`src/rtl/core/bsfg_pkg.sv`:
```
package bsfg_pkg;

  localparam int unsigned TablePoints = 21;
  localparam int unsigned IdxW        = $clog2(TablePoints);

  localparam int unsigned MvW   = 16;
  localparam int unsigned PctW  = 7;
  localparam int unsigned CapW  = 16;
  localparam int unsigned CurW  = 16;
  localparam int unsigned FailW = 4;
  localparam int unsigned MinW  = 22;
  localparam int unsigned DivW  = CapW + PctW;
  localparam int unsigned DenW  = CurW + 1;

  localparam int unsigned PaddrW = 5;

  // open-circuit voltage curve, ascending
  localparam logic [MvW-1:0] OcvMv [TablePoints] = '{
    16'd3000, 16'd3410, 16'd3490, 16'd3580, 16'd3610, 16'd3630, 16'd3650,
    16'd3680, 16'd3700, 16'd3730, 16'd3760, 16'd3790, 16'd3820, 16'd3870,
    16'd3920, 16'd3970, 16'd4020, 16'd4080, 16'd4110, 16'd4150, 16'd4200
  };
  localparam logic [PctW-1:0] OcvPct [TablePoints] = '{
    7'd0,  7'd5,  7'd10, 7'd15, 7'd20, 7'd25, 7'd30,
    7'd35, 7'd40, 7'd45, 7'd50, 7'd55, 7'd60, 7'd65,
    7'd70, 7'd75, 7'd80, 7'd85, 7'd90, 7'd95, 7'd100
  };

  localparam logic [PctW-1:0] FullPct        = 7'd100;
  localparam logic [PctW-1:0] MinutesPerHour = 7'd60;

  typedef enum logic [1:0] {
    LevelOk       = 2'd0,
    LevelLow      = 2'd1,
    LevelCritical = 2'd2
  } level_e;

  localparam logic [2:0] RegPresent  = 3'd0;
  localparam logic [2:0] RegLowThr   = 3'd1;
  localparam logic [2:0] RegCritThr  = 3'd2;
  localparam logic [2:0] RegFaultThr = 3'd3;
  localparam logic [2:0] RegCapacity = 3'd4;

  typedef struct packed {
    logic            start;
    logic [DivW-1:0] dividend;
    logic [DenW-1:0] divisor;
  } div_req_t;

  typedef struct packed {
    logic            done;
    logic [DivW-1:0] quotient;
  } div_rsp_t;

endpackage

```
`src/rtl/core/bsfg_div.sv`:
```
module bsfg_div import bsfg_pkg::*; (
  input  logic     clk_i,
  input  logic     rst_ni,
  input  div_req_t req_i,
  output div_rsp_t rsp_o
);

  localparam int unsigned CntW = $clog2(DivW);

  logic [DivW-1:0] quo_q;
  logic [DenW-1:0] rem_q;
  logic [DenW-1:0] den_q;
  logic [CntW-1:0] cnt_q;
  logic            busy_q;
  logic            done_q;

  logic [DenW:0]   shifted;
  logic            fits;
  logic [DenW-1:0] rem_next;

  // restoring division, one quotient bit per cycle
  assign shifted  = {rem_q, quo_q[DivW-1]};
  assign fits     = shifted >= {1'b0, den_q};
  assign rem_next = fits ? DenW'(shifted - {1'b0, den_q}) : shifted[DenW-1:0];

  always_ff @(posedge clk_i or negedge rst_ni) begin
    if (!rst_ni) begin
      busy_q <= 1'b0;
      done_q <= 1'b0;
      cnt_q  <= '0;
    end else if (req_i.start) begin
      busy_q <= 1'b1;
      done_q <= 1'b0;
      cnt_q  <= CntW'(DivW - 1);
    end else if (busy_q) begin
      if (cnt_q == '0) begin
        busy_q <= 1'b0;
        done_q <= 1'b1;
      end else begin
        cnt_q <= cnt_q - 1'b1;
      end
    end else begin
      done_q <= 1'b0;
    end
  end

  always_ff @(posedge clk_i) begin
    if (req_i.start) begin
      quo_q <= req_i.dividend;
      rem_q <= '0;
      den_q <= req_i.divisor;
    end else if (busy_q) begin
      quo_q <= {quo_q[DivW-2:0], fits};
      rem_q <= rem_next;
    end
  end

  assign rsp_o.done     = done_q;
  assign rsp_o.quotient = quo_q;

endmodule

```
`src/rtl/core/battery_soc_fuel_gauge.sv`:
```
// a good read inside the table runs the segment search, then an interpolating divide;
// clamped voltages go straight to the level step, failed reads and absent devices to the
// minutes step; nonzero held current adds two divides (capacity share, then minutes)
// a full output register stalls the sequencer before it loads the result
// one poll at a time: the next transfer can come in the cycle after the result is loaded
// reset (async, active low) clears held state and sets registers to their defaults
module battery_soc_fuel_gauge import bsfg_pkg::*; (
  input  logic                    clk_i,
  input  logic                    rst_ni,

  input  logic                    psel,
  input  logic                    penable,
  input  logic                    pwrite,
  input  logic [PaddrW-1:0]       paddr,
  input  logic [31:0]             pwdata,
  output logic [31:0]             prdata,
  output logic                    pready,

  input  logic                    in_valid_i,
  output logic                    in_ready_o,
  input  logic                    read_ok_i,
  input  logic [MvW-1:0]          voltage_mv_i,
  input  logic signed [CurW-1:0]  current_ma_i,

  output logic                    out_valid_o,
  input  logic                    out_ready_i,
  output logic [PctW-1:0]         charge_pct_o,
  output logic [1:0]              battery_level_o,
  output logic                    read_fault_o,
  output logic [MinW-1:0]         minutes_left_o
);

  typedef enum logic [9:0] {
    StIdle   = 10'b0000000001,
    StSearch = 10'b0000000010,
    StInterp = 10'b0000000100,
    StSocDiv = 10'b0000001000,
    StLevel  = 10'b0000010000,
    StCapMul = 10'b0000100000,
    StMahDiv = 10'b0001000000,
    StMinMul = 10'b0010000000,
    StMinDiv = 10'b0100000000,
    StDone   = 10'b1000000000
  } state_e;

  localparam logic [IdxW-1:0] SegLast = IdxW'(TablePoints - 2);

  // configuration
  logic             present_q;
  logic [PctW-1:0]  low_thr_q;
  logic [PctW-1:0]  crit_thr_q;
  logic [FailW-1:0] fault_thr_q;
  logic [CapW-1:0]  cap_q;
  logic             cfg_wr;

  state_e           state_q, state_d;
  logic [IdxW-1:0]  idx_q, idx_d;
  logic [FailW-1:0] fail_q, fail_d;
  logic [PctW-1:0]  charge_q, charge_d;
  level_e           level_q, level_d;
  logic [CurW-1:0]  cur_q, cur_d;
  logic [MvW-1:0]   mv_q, mv_d;
  logic [MinW-1:0]  minutes_q, minutes_d;

  logic             out_valid_q, out_valid_d;
  logic [PctW-1:0]  out_charge_q, out_charge_d;
  logic [1:0]       out_level_q, out_level_d;
  logic             out_fault_q, out_fault_d;
  logic [MinW-1:0]  out_minutes_q, out_minutes_d;

  logic [FailW-1:0] eff_thr;
  logic [IdxW-1:0]  idx_nx;
  logic [MvW-1:0]   lo_mv, hi_mv, span_mv;
  logic [PctW-1:0]  lo_pct, hi_pct, pct_rise;
  logic             in_seg;
  logic             discharging;
  logic [PctW-1:0]  charge_span;
  logic [DenW-1:0]  mag;

  logic [CapW-1:0]  mul_a;
  logic [PctW-1:0]  mul_b;
  logic [DivW-1:0]  mul_p;

  div_req_t         div_req;
  div_rsp_t         div_rsp;

  assign pready = 1'b1;
  assign cfg_wr = psel & penable & pwrite;

  always_ff @(posedge clk_i or negedge rst_ni) begin
    if (!rst_ni) begin
      present_q   <= 1'b0;
      low_thr_q   <= 7'd10;
      crit_thr_q  <= 7'd3;
      fault_thr_q <= 4'd3;
      cap_q       <= 16'd17500;
    end else if (cfg_wr) begin
      unique case (paddr[4:2])
        RegPresent:  present_q   <= pwdata[0];
        RegLowThr:   low_thr_q   <= pwdata[PctW-1:0];
        RegCritThr:  crit_thr_q  <= pwdata[PctW-1:0];
        RegFaultThr: fault_thr_q <= pwdata[FailW-1:0];
        RegCapacity: cap_q       <= pwdata[CapW-1:0];
        default: ;
      endcase
    end
  end

  always_comb begin
    unique case (paddr[4:2])
      RegPresent:  prdata = {31'b0, present_q};
      RegLowThr:   prdata = {25'b0, low_thr_q};
      RegCritThr:  prdata = {25'b0, crit_thr_q};
      RegFaultThr: prdata = {28'b0, fault_thr_q};
      RegCapacity: prdata = {16'b0, cap_q};
      default:     prdata = '0;
    endcase
  end

  assign eff_thr = (fault_thr_q == '0) ? FailW'(1) : fault_thr_q;

  // current table segment
  assign idx_nx   = idx_q + IdxW'(1);
  assign lo_mv    = OcvMv[idx_q];
  assign hi_mv    = OcvMv[idx_nx];
  assign lo_pct   = OcvPct[idx_q];
  assign hi_pct   = OcvPct[idx_nx];
  assign span_mv  = hi_mv - lo_mv;
  assign pct_rise = (hi_pct >= lo_pct) ? hi_pct - lo_pct : '0;
  assign in_seg   = (mv_q >= lo_mv) && (mv_q <= hi_mv);

  assign discharging = ~cur_q[CurW-1];
  assign charge_span = discharging ? charge_q : FullPct - charge_q;
  assign mag         = discharging ? {1'b0, cur_q} : {1'b1, {CurW{1'b0}}} - {1'b0, cur_q};

  // shared multiplier, product goes straight into the divider registers
  assign mul_p = DivW'(mul_a) * DivW'(mul_b);

  bsfg_div u_div (
    .clk_i  (clk_i),
    .rst_ni (rst_ni),
    .req_i  (div_req),
    .rsp_o  (div_rsp)
  );

  always_comb begin
    state_d       = state_q;
    idx_d         = idx_q;
    fail_d        = fail_q;
    charge_d      = charge_q;
    level_d       = level_q;
    cur_d         = cur_q;
    mv_d          = mv_q;
    minutes_d     = minutes_q;
    out_valid_d   = out_valid_q & ~out_ready_i;
    out_charge_d  = out_charge_q;
    out_level_d   = out_level_q;
    out_fault_d   = out_fault_q;
    out_minutes_d = out_minutes_q;
    mul_a         = '0;
    mul_b         = '0;
    div_req       = '0;

    unique case (state_q)
      StIdle: begin
        if (in_valid_i) begin
          mv_d    = voltage_mv_i;
          state_d = StCapMul;
          if (present_q) begin
            if (!read_ok_i) begin
              if (fail_q < eff_thr) fail_d = fail_q + FailW'(1);
            end else begin
              fail_d = '0;
              cur_d  = current_ma_i;
              idx_d  = '0;
              if (voltage_mv_i <= OcvMv[0]) begin
                charge_d = OcvPct[0];
                state_d  = StLevel;
              end else if (voltage_mv_i >= OcvMv[TablePoints-1]) begin
                charge_d = OcvPct[TablePoints-1];
                state_d  = StLevel;
              end else begin
                state_d = StSearch;
              end
            end
          end
        end
      end
      StSearch: begin
        if (in_seg) begin
          if (span_mv == '0) begin
            // flat segment takes the lower point
            charge_d = lo_pct;
            state_d  = StLevel;
          end else begin
            state_d = StInterp;
          end
        end else if (idx_q == SegLast) begin
          charge_d = '0;
          state_d  = StLevel;
        end else begin
          idx_d = idx_nx;
        end
      end
      StInterp: begin
        mul_a            = mv_q - lo_mv;
        mul_b            = pct_rise;
        div_req.start    = 1'b1;
        div_req.dividend = mul_p;
        div_req.divisor  = {1'b0, span_mv};
        state_d          = StSocDiv;
      end
      StSocDiv: begin
        if (div_rsp.done) begin
          charge_d = lo_pct + div_rsp.quotient[PctW-1:0];
          state_d  = StLevel;
        end
      end
      StLevel: begin
        if (charge_q <= crit_thr_q) level_d = LevelCritical;
        else if (charge_q <= low_thr_q) level_d = LevelLow;
        else level_d = LevelOk;
        state_d = StCapMul;
      end
      StCapMul: begin
        if (cur_q == '0) begin
          minutes_d = '0;
          state_d   = StDone;
        end else begin
          // capacity times charge (or headroom), then divide by full scale
          mul_a            = cap_q;
          mul_b            = charge_span;
          div_req.start    = 1'b1;
          div_req.dividend = mul_p;
          div_req.divisor  = DenW'(FullPct);
          state_d          = StMahDiv;
        end
      end
      StMahDiv: begin
        if (div_rsp.done) state_d = StMinMul;
      end
      StMinMul: begin
        mul_a            = div_rsp.quotient[CapW-1:0];
        mul_b            = MinutesPerHour;
        div_req.start    = 1'b1;
        div_req.dividend = mul_p;
        div_req.divisor  = mag;
        state_d          = StMinDiv;
      end
      StMinDiv: begin
        if (div_rsp.done) begin
          minutes_d = div_rsp.quotient[MinW-1:0];
          state_d   = StDone;
        end
      end
      StDone: begin
        // wait for the output register to free up
        if (!out_valid_q || out_ready_i) begin
          out_valid_d   = 1'b1;
          out_charge_d  = charge_q;
          out_level_d   = level_q;
          out_fault_d   = fail_q >= eff_thr;
          out_minutes_d = minutes_q;
          state_d       = StIdle;
        end
      end
      default: state_d = StIdle;
    endcase
  end

  always_ff @(posedge clk_i or negedge rst_ni) begin
    if (!rst_ni) begin
      state_q     <= StIdle;
      idx_q       <= '0;
      fail_q      <= '0;
      charge_q    <= '0;
      level_q     <= LevelOk;
      cur_q       <= '0;
      out_valid_q <= 1'b0;
    end else begin
      state_q     <= state_d;
      idx_q       <= idx_d;
      fail_q      <= fail_d;
      charge_q    <= charge_d;
      level_q     <= level_d;
      cur_q       <= cur_d;
      out_valid_q <= out_valid_d;
    end
  end

  always_ff @(posedge clk_i) begin
    mv_q          <= mv_d;
    minutes_q     <= minutes_d;
    out_charge_q  <= out_charge_d;
    out_level_q   <= out_level_d;
    out_fault_q   <= out_fault_d;
    out_minutes_q <= out_minutes_d;
  end

  assign in_ready_o      = (state_q == StIdle);
  assign out_valid_o     = out_valid_q;
  assign charge_pct_o    = out_charge_q;
  assign battery_level_o = out_level_q;
  assign read_fault_o    = out_fault_q;
  assign minutes_left_o  = out_minutes_q;

endmodule

```
`config.mk`:
```
export PLATFORM = sky130hd
export DESIGN_NAME = battery_soc_fuel_gauge
export DESIGN_NICKNAME = d
export VERILOG_FILES = /design/src/rtl/core/bsfg_pkg.sv /design/src/rtl/core/bsfg_div.sv /design/src/rtl/core/battery_soc_fuel_gauge.sv
export SDC_FILE = /design/constraint.sdc
export NUM_CORES = 1
export LEC_CHECK = 0
export BUFFER_PORTS_ARGS = -buffer_cell sky130_fd_sc_hd__buf_2
export CORE_UTILIZATION = 55
export DETAILED_ROUTE_END_ITERATION = 8
export PLACE_DENSITY = 0.73
export SYNTH_ARGS = -nofsm -noshare
export SYNTH_HDL_FRONTEND = slang
export SYNTH_SLANG_ARGS = --single-unit
```
`constraint.sdc`:
```
create_clock -name clk_i -period 21.7 [get_ports clk_i]
set_clock_uncertainty 0.2 [all_clocks]
set_input_delay 3.255 -clock clk_i [delete_from_list [all_inputs] [get_ports clk_i]]
set_output_delay 3.255 -clock clk_i [all_outputs]
set_load 0.1 [all_outputs]
```
### Yosys cells after proc, flatten, opt, wreduce, memory -nomap -nowiden

Memories as Yosys holds them, arrays and structs flattened.
Index checks and enable logic that the tools add are counted.

* $add $sub $neg: 10
* multiply operators: 1
* div/mod/pow operators: 0
* magnitude comparators: 12
* eq/ne operators: 30
* shifts and indexed selects: 0
* mux-type cells: 70
* bitwise gates (word level): 6
* reduce and logical (&&, ||, !) cells: 27

Operators with widths (number)
* $pmux W41 S3: 1
* $mux W7: 16
* $pmux W10 S10: 1
* $mux W10: 8
* $mux W16: 5
* $pmux W16 S5: 1
* $mux W5: 11
* $pmux W16 S3: 1
* $mux W23: 2
* $mux W22: 2
* $pmux W22 S2: 1
* $pmux W7 S3: 2
* $mux W41: 1
* $mux W17: 2
* $logic_not A16 Y1: 2
* $sub A16 B16 Y16: 2
* $mul A16 B7 Y23: 1
* $ge A18 B17 Y1: 1
* $sub A17 B16 Y17 const A: 1
* $sub A17 B17 Y17: 1
* $ge A16 B13 Y1 const B: 1
* $ge A16 B16 Y1: 1
* $le A16 B12 Y1 const B: 1
* $le A16 B16 Y1: 1
* 50 further kinds: 90

* flip-flop bits (word level): 214
* latch bits: 0
* memory bits (writable): 0
* memory bits (read-only): 1472
* input port bits: 77
* word-level logic and storage cells: 184
* memories: 4

Memories
* (name not given): words 32, width 16, read ports 1, clocked after Yosys merged registers in 0, wr ports 0, line battery_soc_fuel_gauge.sv:125 `assign hi_mv = OcvMv[idx_nx];`
* (name not given): words 32, width 16, read ports 1, clocked after Yosys merged registers in 0, wr ports 0, line battery_soc_fuel_gauge.sv:124 `assign lo_mv = OcvMv[idx_q];`
* (name not given): words 32, width 7, read ports 1, clocked after Yosys merged registers in 0, wr ports 0, line battery_soc_fuel_gauge.sv:127 `assign hi_pct = OcvPct[idx_nx];`
* (name not given): words 32, width 7, read ports 1, clocked after Yosys merged registers in 0, wr ports 0, line battery_soc_fuel_gauge.sv:126 `assign lo_pct = OcvPct[idx_q];`

### Longest topological paths before layout

Gate-level depths: netlist of the first run.

* word-level depth: 13
* depth in mapped cells: 35
* gate-level depth less buffers: 33

### By module

From an unflattened synthesis of the first run, not the netlist that was laid out.

* cells, all modules: 1855
* area, all modules: 17590.6 um2

Modules (own cells, without submodules)
* battery_soc_fuel_gauge: instances 1, cells an instance 1534, area an instance 14012.2 um2
* bsfg_div: instances 1, cells an instance 321, area an instance 3578.4 um2

### Least setup slack after synthesis of the first run

OpenSTA, ideal clock, no wires.

* path kind: input -> output
* start point: in paddr[3]
* end point: out prdata[1]
* data arrival time: 5.977 ns
* required time: 18.245 ns
* path slack: 12.268 ns
* cell stages on the path: 4
* path through: clkbuf_1 nor2b_1 a22oi_1 o21ai_0

* word-level cells in the longest chain between the ends: 2
* elaborated cells on any way between the ends: 6
* those cells by class: 4 x eq/ne; 1 x mux; 1 x reduce/logical

Ends and longest elaborated chain
* from (decl): line battery_soc_fuel_gauge.sv:14 `input logic [PaddrW-1:0] paddr,`
* $eq A3 B3 Y1, or another cell as far along: line battery_soc_fuel_gauge.sv:110 `unique case (paddr[4:2])`
* $pmux W16 S5 (*): line battery_soc_fuel_gauge.sv:110
* to (decl): line battery_soc_fuel_gauge.sv:16 `output logic [31:0] prdata,`

Every way passes the cells marked *; elsewhere a longest branch is shown, timed or not.

### Worst setup path after layout of the first run

* start point: reg idx_q[1]
* end point: reg u_div.quo_q[21], data pin

* word-level cells in the longest chain between the ends: 12
* elaborated cells on any way between the ends: 22
* those cells by class: 3 x add/sub; 1 x mul; 1 x order compare; 12 x mux; 2 x bitwise; 3 x memory

Ends and longest elaborated chain
* from (decl): line battery_soc_fuel_gauge.sv:57 `logic [IdxW-1:0] idx_q, idx_d;`
* from (signal assigned): line battery_soc_fuel_gauge.sv:282 `idx_q <= idx_d;`
* $add A5 B1 Y5: line battery_soc_fuel_gauge.sv:123 `assign idx_nx = idx_q + IdxW'(1);`
* $not A5 Y6 (not written as such): line battery_soc_fuel_gauge.sv:127
* $mem_v2 Z32 W7
* $mux W7 (not written as such) (2 in a row): line battery_soc_fuel_gauge.sv:127
* $sub A7 B7 Y7 or $ge A7 B7 Y1 (tied branches): line battery_soc_fuel_gauge.sv:129 `assign pct_rise = (hi_pct >= lo_pct) ? hi_pct - lo_pct : '0;`
* $mux W7: line battery_soc_fuel_gauge.sv:129
* $pmux W7 S3: line battery_soc_fuel_gauge.sv:164 `unique case (state_q)`
* $mul A16 B7 Y23 (*): line battery_soc_fuel_gauge.sv:137 `assign mul_p = DivW'(mul_a) * DivW'(mul_b);`
* $mux W41: line battery_soc_fuel_gauge.sv:226 `if (cur_q == '0) begin`
* $pmux W41 S3 (*): line battery_soc_fuel_gauge.sv:164
* $mux W23 (*): line bsfg_div.sv:48 `if (req_i.start) begin`
* to (signal assigned): line bsfg_div.sv:49 `quo_q <= req_i.dividend;`
* to (signal assigned): line bsfg_div.sv:53 `quo_q <= {quo_q[DivW-2:0], fits};`
* to (decl): line bsfg_div.sv:10 `logic [DivW-1:0] quo_q;`

Every way passes the cells marked *; elsewhere a longest branch is shown, timed or not. The select of a mux whose other input is x is not followed.
A chain may end at the register's enable or synchronous reset.

==> qor.csv, run 1 <==
metric;value;unit
Post-synth top flop;edfxtp_1;
failing checks;design-rule violations;
die width;180;um
layout cells sized above 1;13.6;%
share of flip-flops with an asynchronous set or reset;40.7;%
FF/Latch Area;5840;um^2
Final ANT Viol Nets;0;
PD cells;119;nW/um^2
via count;14200;
leading area contributor after synthesis;edfxtp_1;
CTS buffer count;24;
max_slew headroom;5.17;%
status;complete, but fails checks;
CTS tree;done;
antenna cells;0;
EDFF count, synth;110;
detailed-route vias per instance;6.06;
post-synth top area share;19.0;%
Arr. time, crit path;10.60;ns
Mean Syn Cell Area;9.38;um^2
Initial Utilization;56.4;%
Critical Path RT;21.77;ns
cell mode on critical path;inv_1;
final cell count without fillers;2344;
Worst Path Max Fanout;23;
RSZ-0062 raised after global routing;no;
reg2reg start;idx_q[1];
clk buf depth;3;
Post-CTS Resized;0;
clock insertion delay at the later pin of the skew report;0.54;ns
first-pass GRT wire length;74100;um
Iter 0 DRT Violations;1198;
Tot GR Track Use;28.6;%
Multi-input gate area;10600;um^2
Crit. End Element;flop;
CTS root buf;clkbuf_16;
HP Start;minutes_q[17];
Total Neg Setup Slack;0;ns
post-synthesis sequential area ratio;33.6;%
Fill cells;2658;
Cells after Synth;1852;
Netlist cell types;90;
most numerous cell in the Yosys netlist;nor2_1;
fin nets;2226;
Final Hold Fails;0;
CTS clk-pin slew, worst paths;0.06;ns
drt drc;10;
worst hold-check path type;reg -> reg;
Worst-Margin Slew;1.42;ns
PortBufs;108;
clk sinks;214;
Final Max Slew Viols;0;
Area Growth Syn to Fin;9.31;%
crit path kind;reg -> reg;
Placer Congestion;0.986;
FF-to-FF setup slack;11.18;ns
Yosys reg bits;214;
cell area after synthesis;17400;um^2
leakage;8.39;nW
final setup violation count;0;
vias in the first global route;13800;
startpoint types;flop;
Post CTS Setup Buffer Count;0;
CP max-delay cell;a221oi_2;
GRT overflow;0;
synth top area cells;edfxtp_1 (19%), dfrtp_1 (11%), ha_1 (10%);
synth cell count leaders;nor2_1 (181), inv_1 (170), ha_1 (145);
final wirelength;46100;um
Rows;64;
Core Area;30800;um^2
yosys warns;0;
Hold Crit Endpoint;minutes_left_o[17];
Max Cap Viol;0;
VDD IR max;98.7;uV
DIE AREA;32300;um^2
R2R cell count;29;
largest net degree at the start of global routing;48;
fmax;0.0950;GHz
worst hold path cell count;0;
initial antenna violation count;0;
Detail Placement HPWL;35800;um
Die Y;180;um
critical path's largest stage delay;1.16;ns
Pre-Repair DR Iteration Count;9;
cell count after placement;2300;
H-tree depth;1;
I/O pin count;144;
Final min period;10.52;ns
# hold bufs at CTS;0;
final worst-path cycle share;48.5;%
Reg-to-Reg End;u_div.quo_q[21];
drt wl/cell;19.7;um
-- power breakdown --
group	switching, mW	internal [mW]	leakage, nW
Combinational	0.699	0.437	5.76
Sequential	0.139	0.579	2.24
Clock	0.166	0.243	0.381
-- worst max path at each step --
stage                     startpoint  slack (ns)         endpoint  depth (start not counted)
after detailed placement    idx_q[1]       11.50  u_div.quo_q[19]                         28
after CTS                   idx_q[1]       11.46  u_div.quo_q[19]                         29
after global placement      idx_q[0]       11.53  u_div.quo_q[19]                         28
final                       idx_q[1]       11.18  u_div.quo_q[21]                         29
after floorplan             paddr[3]       12.27        prdata[1]                          4
after global routing        idx_q[0]       10.76  u_div.quo_q[19]                         29
-- worst max-delay path, delay by kind of cell, from the launching register on --
family,cells,cell delay [ns]
compound gates,13,4.10
fa+ha+maj,8,3.98
flops,1,0.77
buf+inv,5,0.60
simple gates,2,0.37
mux,1,0.21
-- flip-flops by register name, indices dropped and copies added, names as in the netlist --
| register | count |
|---|---|
| u_div.quo_q | 23 |
| minutes_left_o | 22 |
| minutes_q | 22 |
| u_div.den_q | 17 |
| u_div.rem_q | 17 |
| cap_q | 16 |
| cur_q | 16 |
| mv_q | 16 |
| state_q | 10 |
| charge_pct_o | 7 |
| charge_q | 7 |
| crit_thr_q | 7 |
| low_thr_q | 7 |
| idx_q | 5 |
| u_div.cnt_q | 5 |
| fail_q | 4 |
| fault_thr_q | 4 |
| battery_level_o | 2 |
| level_q | 2 |
| out_valid_o | 1 |
| present_q | 1 |
| read_fault_o | 1 |
| u_div.busy_q | 1 |
| u_div.done_q | 1 |
-- kinds of logic after synthesis --
family | count (synthesis) | share of synthesized area, %
and+or+nand+nor | 569 | 16.3
AOI/OAI and AO/OA | 447 | 17.1
buffers and inverters | 259 | 6.09
adders and majority gates | 219 | 19.0
DFF | 214 | 33.6
xor gates and xnor gates | 83 | 4.18
muxes | 59 | 3.76
other | 2 | 0.0432
-- layer usage --
layer | wire (um) | up-vias | GRT usage [%]
met1 | 19900 | 6860 | 38.8
met2 | 21400 | 535 | 46.7
met4 | 1480 | 0 | 9.07
met3 | 3320 | 105 | 5.13
met5 | 0 | - | 0
li1 | - | 6713 | -
-- layout make-up --
type | count | area share (%)
clock buffer | 37 | 3.64
clock inverter | 7 | 0.520
inverter | 171 | 3.38
multi-input combinational | 1395 | 55.6
sequential | 214 | 30.7
tap | 396 | 2.61
timing repair buffer | 124 | 3.49
-- metrics by stage --
stage	hold slack, ns	cell area (um^2)	setup WS (ns)	total power, mW	utilization, %
after floorplan	0.200	17400	12.27	1.53	-
after global placement	0.204	18200	11.53	1.80	59.0
after detailed placement	0.205	18200	11.50	1.84	59.0
after CTS	0.215	19000	11.46	2.26	61.6
after global routing	0.221	19000	10.76	2.42	61.6
final	0.217	19000	11.18	2.26	61.6
-- cells in the final DEF (no fill, tap or decap), types with 15 or more instances in the layout --
master / n
mux2i_1: 18
dfrtp_1: 74
clkbuf_16: 25
dfxtp_1: 17
nand3_1: 37
xor2_1: 38
mux2_2: 40
buf_4: 17
a21o_1: 22
nor3_1: 22
o21ai_0: 123
a21oi_1: 107
edfxtp_1: 110
nand2b_1: 15
xnor2_1: 45
or2_2: 27
nand2_1: 121
buf_2: 107
o31ai_1: 18
nor2b_1: 23
nor2_1: 180
nand4_1: 16
o21a_1: 15
conb_1: 18
and2_1: 40
fa_1: 74
ha_1: 145
inv_1: 170
Power figures use the tool's default switching activity.
==> run 2, diff against run 1 <==
Clock period 21.7 ns to 10.11 ns, I/O delays scaled along.
==> run 2 against run 1 <==
  * The run still ends with design-rule violations left
  * Critical endpoint unchanged
  * Maximum frequency up 14%
  * Highest routed layer unchanged
  * Critical path type unchanged
  * First-iteration DRC count up 0.83%
  * Critical path depth up 2
  * Sequential power up 110%
==> qor.csv, run 2 (synthesized netlist as in run 1, its figures left out) <==
metric;value;unit
final setup violation count;0;
leakage;8.49;nW
Final min period;9.21;ns
worst setup margin;0.900;ns
Tot GR Track Use;28.7;%
worst hold-check path type;reg -> reg;
Int Power;2.69;mW
Final Max Slew Viols;0;
clk sinks;214;
Initial Utilization;56.4;%
Worst-Margin Slew;1.26;ns
clock insertion delay at the later pin of the skew report;0.53;ns
worst slack, placed;0.783;ns
Worst Path Max Fanout;16;
Largest register FFs;23;
NetSw;2.14;mW
switch share;44.3;%
clk buf depth;3;
fin nets;2254;
failing checks;design-rule violations;
max_slew headroom;15.5;%
final worst-path cycle share;91.1;%
Hold WS;0.218;ns
layout cells sized above 1;14.9;%
register share of total power;31.9;%
Crit. End Element;flop;
Pre-Repair DR Iteration Count;8;
CP max-delay cell;ha_1;
CTS clk-pin slew, worst paths;0.06;ns
CTS buffer count;25;
Total Neg Setup Slack;0;ns
Core Area;30800;um^2
Tot Pwr;4.83;mW
status;complete, but fails checks;
critical path's largest stage delay;0.56;ns
fmax;0.109;GHz
RSZ-0062 raised after global routing;no;
Clk network pwr share;17.4;%
CTS root buf;clkbuf_16;
drt drc;16;
drt wl/cell;19.4;um
Top reg by flops;u_div.quo_q;
HP Start;minutes_q[10];
Max Cap Viol;0;
final cell count without fillers;2373;
Area Growth Syn to Fin;10.4;%
largest net degree at the start of global routing;47;
die width;180;um
leading cell type in the layout, fill and taps excluded;nor2_1;
I/O pin count;144;
Critical Path RT;10.19;ns
Die Y;180;um
Placer Congestion;0.975;
DIE AREA;32300;um^2
crit path kind;reg -> reg;
Critical path origin;idx_q[1];
first-pass GRT wire length;74000;um
via count;14100;
GRT overflow;0;
Rows;64;
Detail Placement HPWL;35800;um
CTS tree;done;
final wirelength;45900;um
PortBufs;108;
H-tree depth;1;
combinational fraction of design power;50.7;%
VDD IR max;232;uV
reg2reg start;idx_q[1];
detailed-route vias per instance;5.96;
cell count after placement;2327;
initial antenna violation count;0;
vias in the first global route;14100;
Final Hold Fails;0;
Arr. time, crit path;9.29;ns
Iter 0 DRT Violations;1208;
antenna cells;0;
most frequent cells in the layout;nor2_1 (180), inv_1 (170), ha_1 (145);
PD cells;252;nW/um^2
Final ANT Viol Nets;0;
startpoint types;flop;
==> run 2: cell types whose count changed in the layout (fill, tap and decap cells not counted) <==
cell / delta
o22a_1: -1
bufinv_16: -2
inv_6: +1
dfrtp_1: -1
clkbuf_8: +2
clkbuf_1: -2
clkinvlp_4: +2
buf_4: +27
a2111oi_0: -1
a2111oi_1: +1
o22a_2: +1
clkinv_1: +2
clkinv_8: -1
dfrtp_2: +1
==> run 2: worst paths after layout <==
path                                      end  slack, ns  depth (start not counted)
setup / recovery              u_div.quo_q[21]       0.90                         31
hold / removal             minutes_left_o[10]       0.22                          0
setup reg to reg              u_div.quo_q[21]       0.90                         31
hold reg to reg            minutes_left_o[10]       0.22                          0
max in group asynchronous            idx_q[1]       7.84                          2
min in group asynchronous      fault_thr_q[3]       0.76                          1
==> run 2: repair_timing <==
| item | in CTS | in global routing |
|---|---|---|
| gates resized for setup | 0 | 3 |
| hold buffers | 0 | 0 |
| buffers inserted | 0 | 0 |
| setup endpoints to repair | 0 | 2 |
==> run 2: area by class of cell <==
type,count,area (um^2)
clock buffers,37,711
repair buffers,151,866
multi-input cells,1395,10600
inverters,171,642
flip-flops and latches,214,5840
fillers,2600,11700
well taps,396,495
clock inverters,9,53.8
==> run 2: routing by layer <==
layer	share of wire (%)	track usage, %
met4	4.2	11.4
met5	0	0
met3	7.0	4.68
met2	45	46.8
met1	43	38.2
==> run 2: per-stage QoR <==
step / utilization (%) / cell area [um^2]
final: 62.2 / 19200
after detailed placement: 59.7 / 18400
after global routing: 62.2 / 19200
after floorplan: - / 17400
after global placement: 59.7 / 18400
after CTS: 62.2 / 19200
==> run 2: power by group through the flow <==
stage | Clock (mW) | Sequential, mW | Combinational [mW]
finish | 0.840 | 1.54 | 2.45
global route | 0.890 | 1.57 | 2.71
CTS | 0.855 | 1.53 | 2.42
detailed placement | 0 | 1.54 | 2.40
global placement | 0 | 1.53 | 2.34
floorplan | 0 | 1.46 | 1.82
==> run 2: worst max-delay path, delay by kind of cell, from the launching register on <==
| family | cells | cell delay (ns) |
|---|---|---|
| multiplexers | 1 | 0.20 |
| AO/OA/AOI/OAI | 11 | 2.95 |
| AND/OR/NAND/NOR | 6 | 0.63 |
| buffers and inverters | 5 | 0.58 |
| adder cells (fa/ha/maj) | 8 | 3.84 |
| flip-flops | 1 | 0.54 |
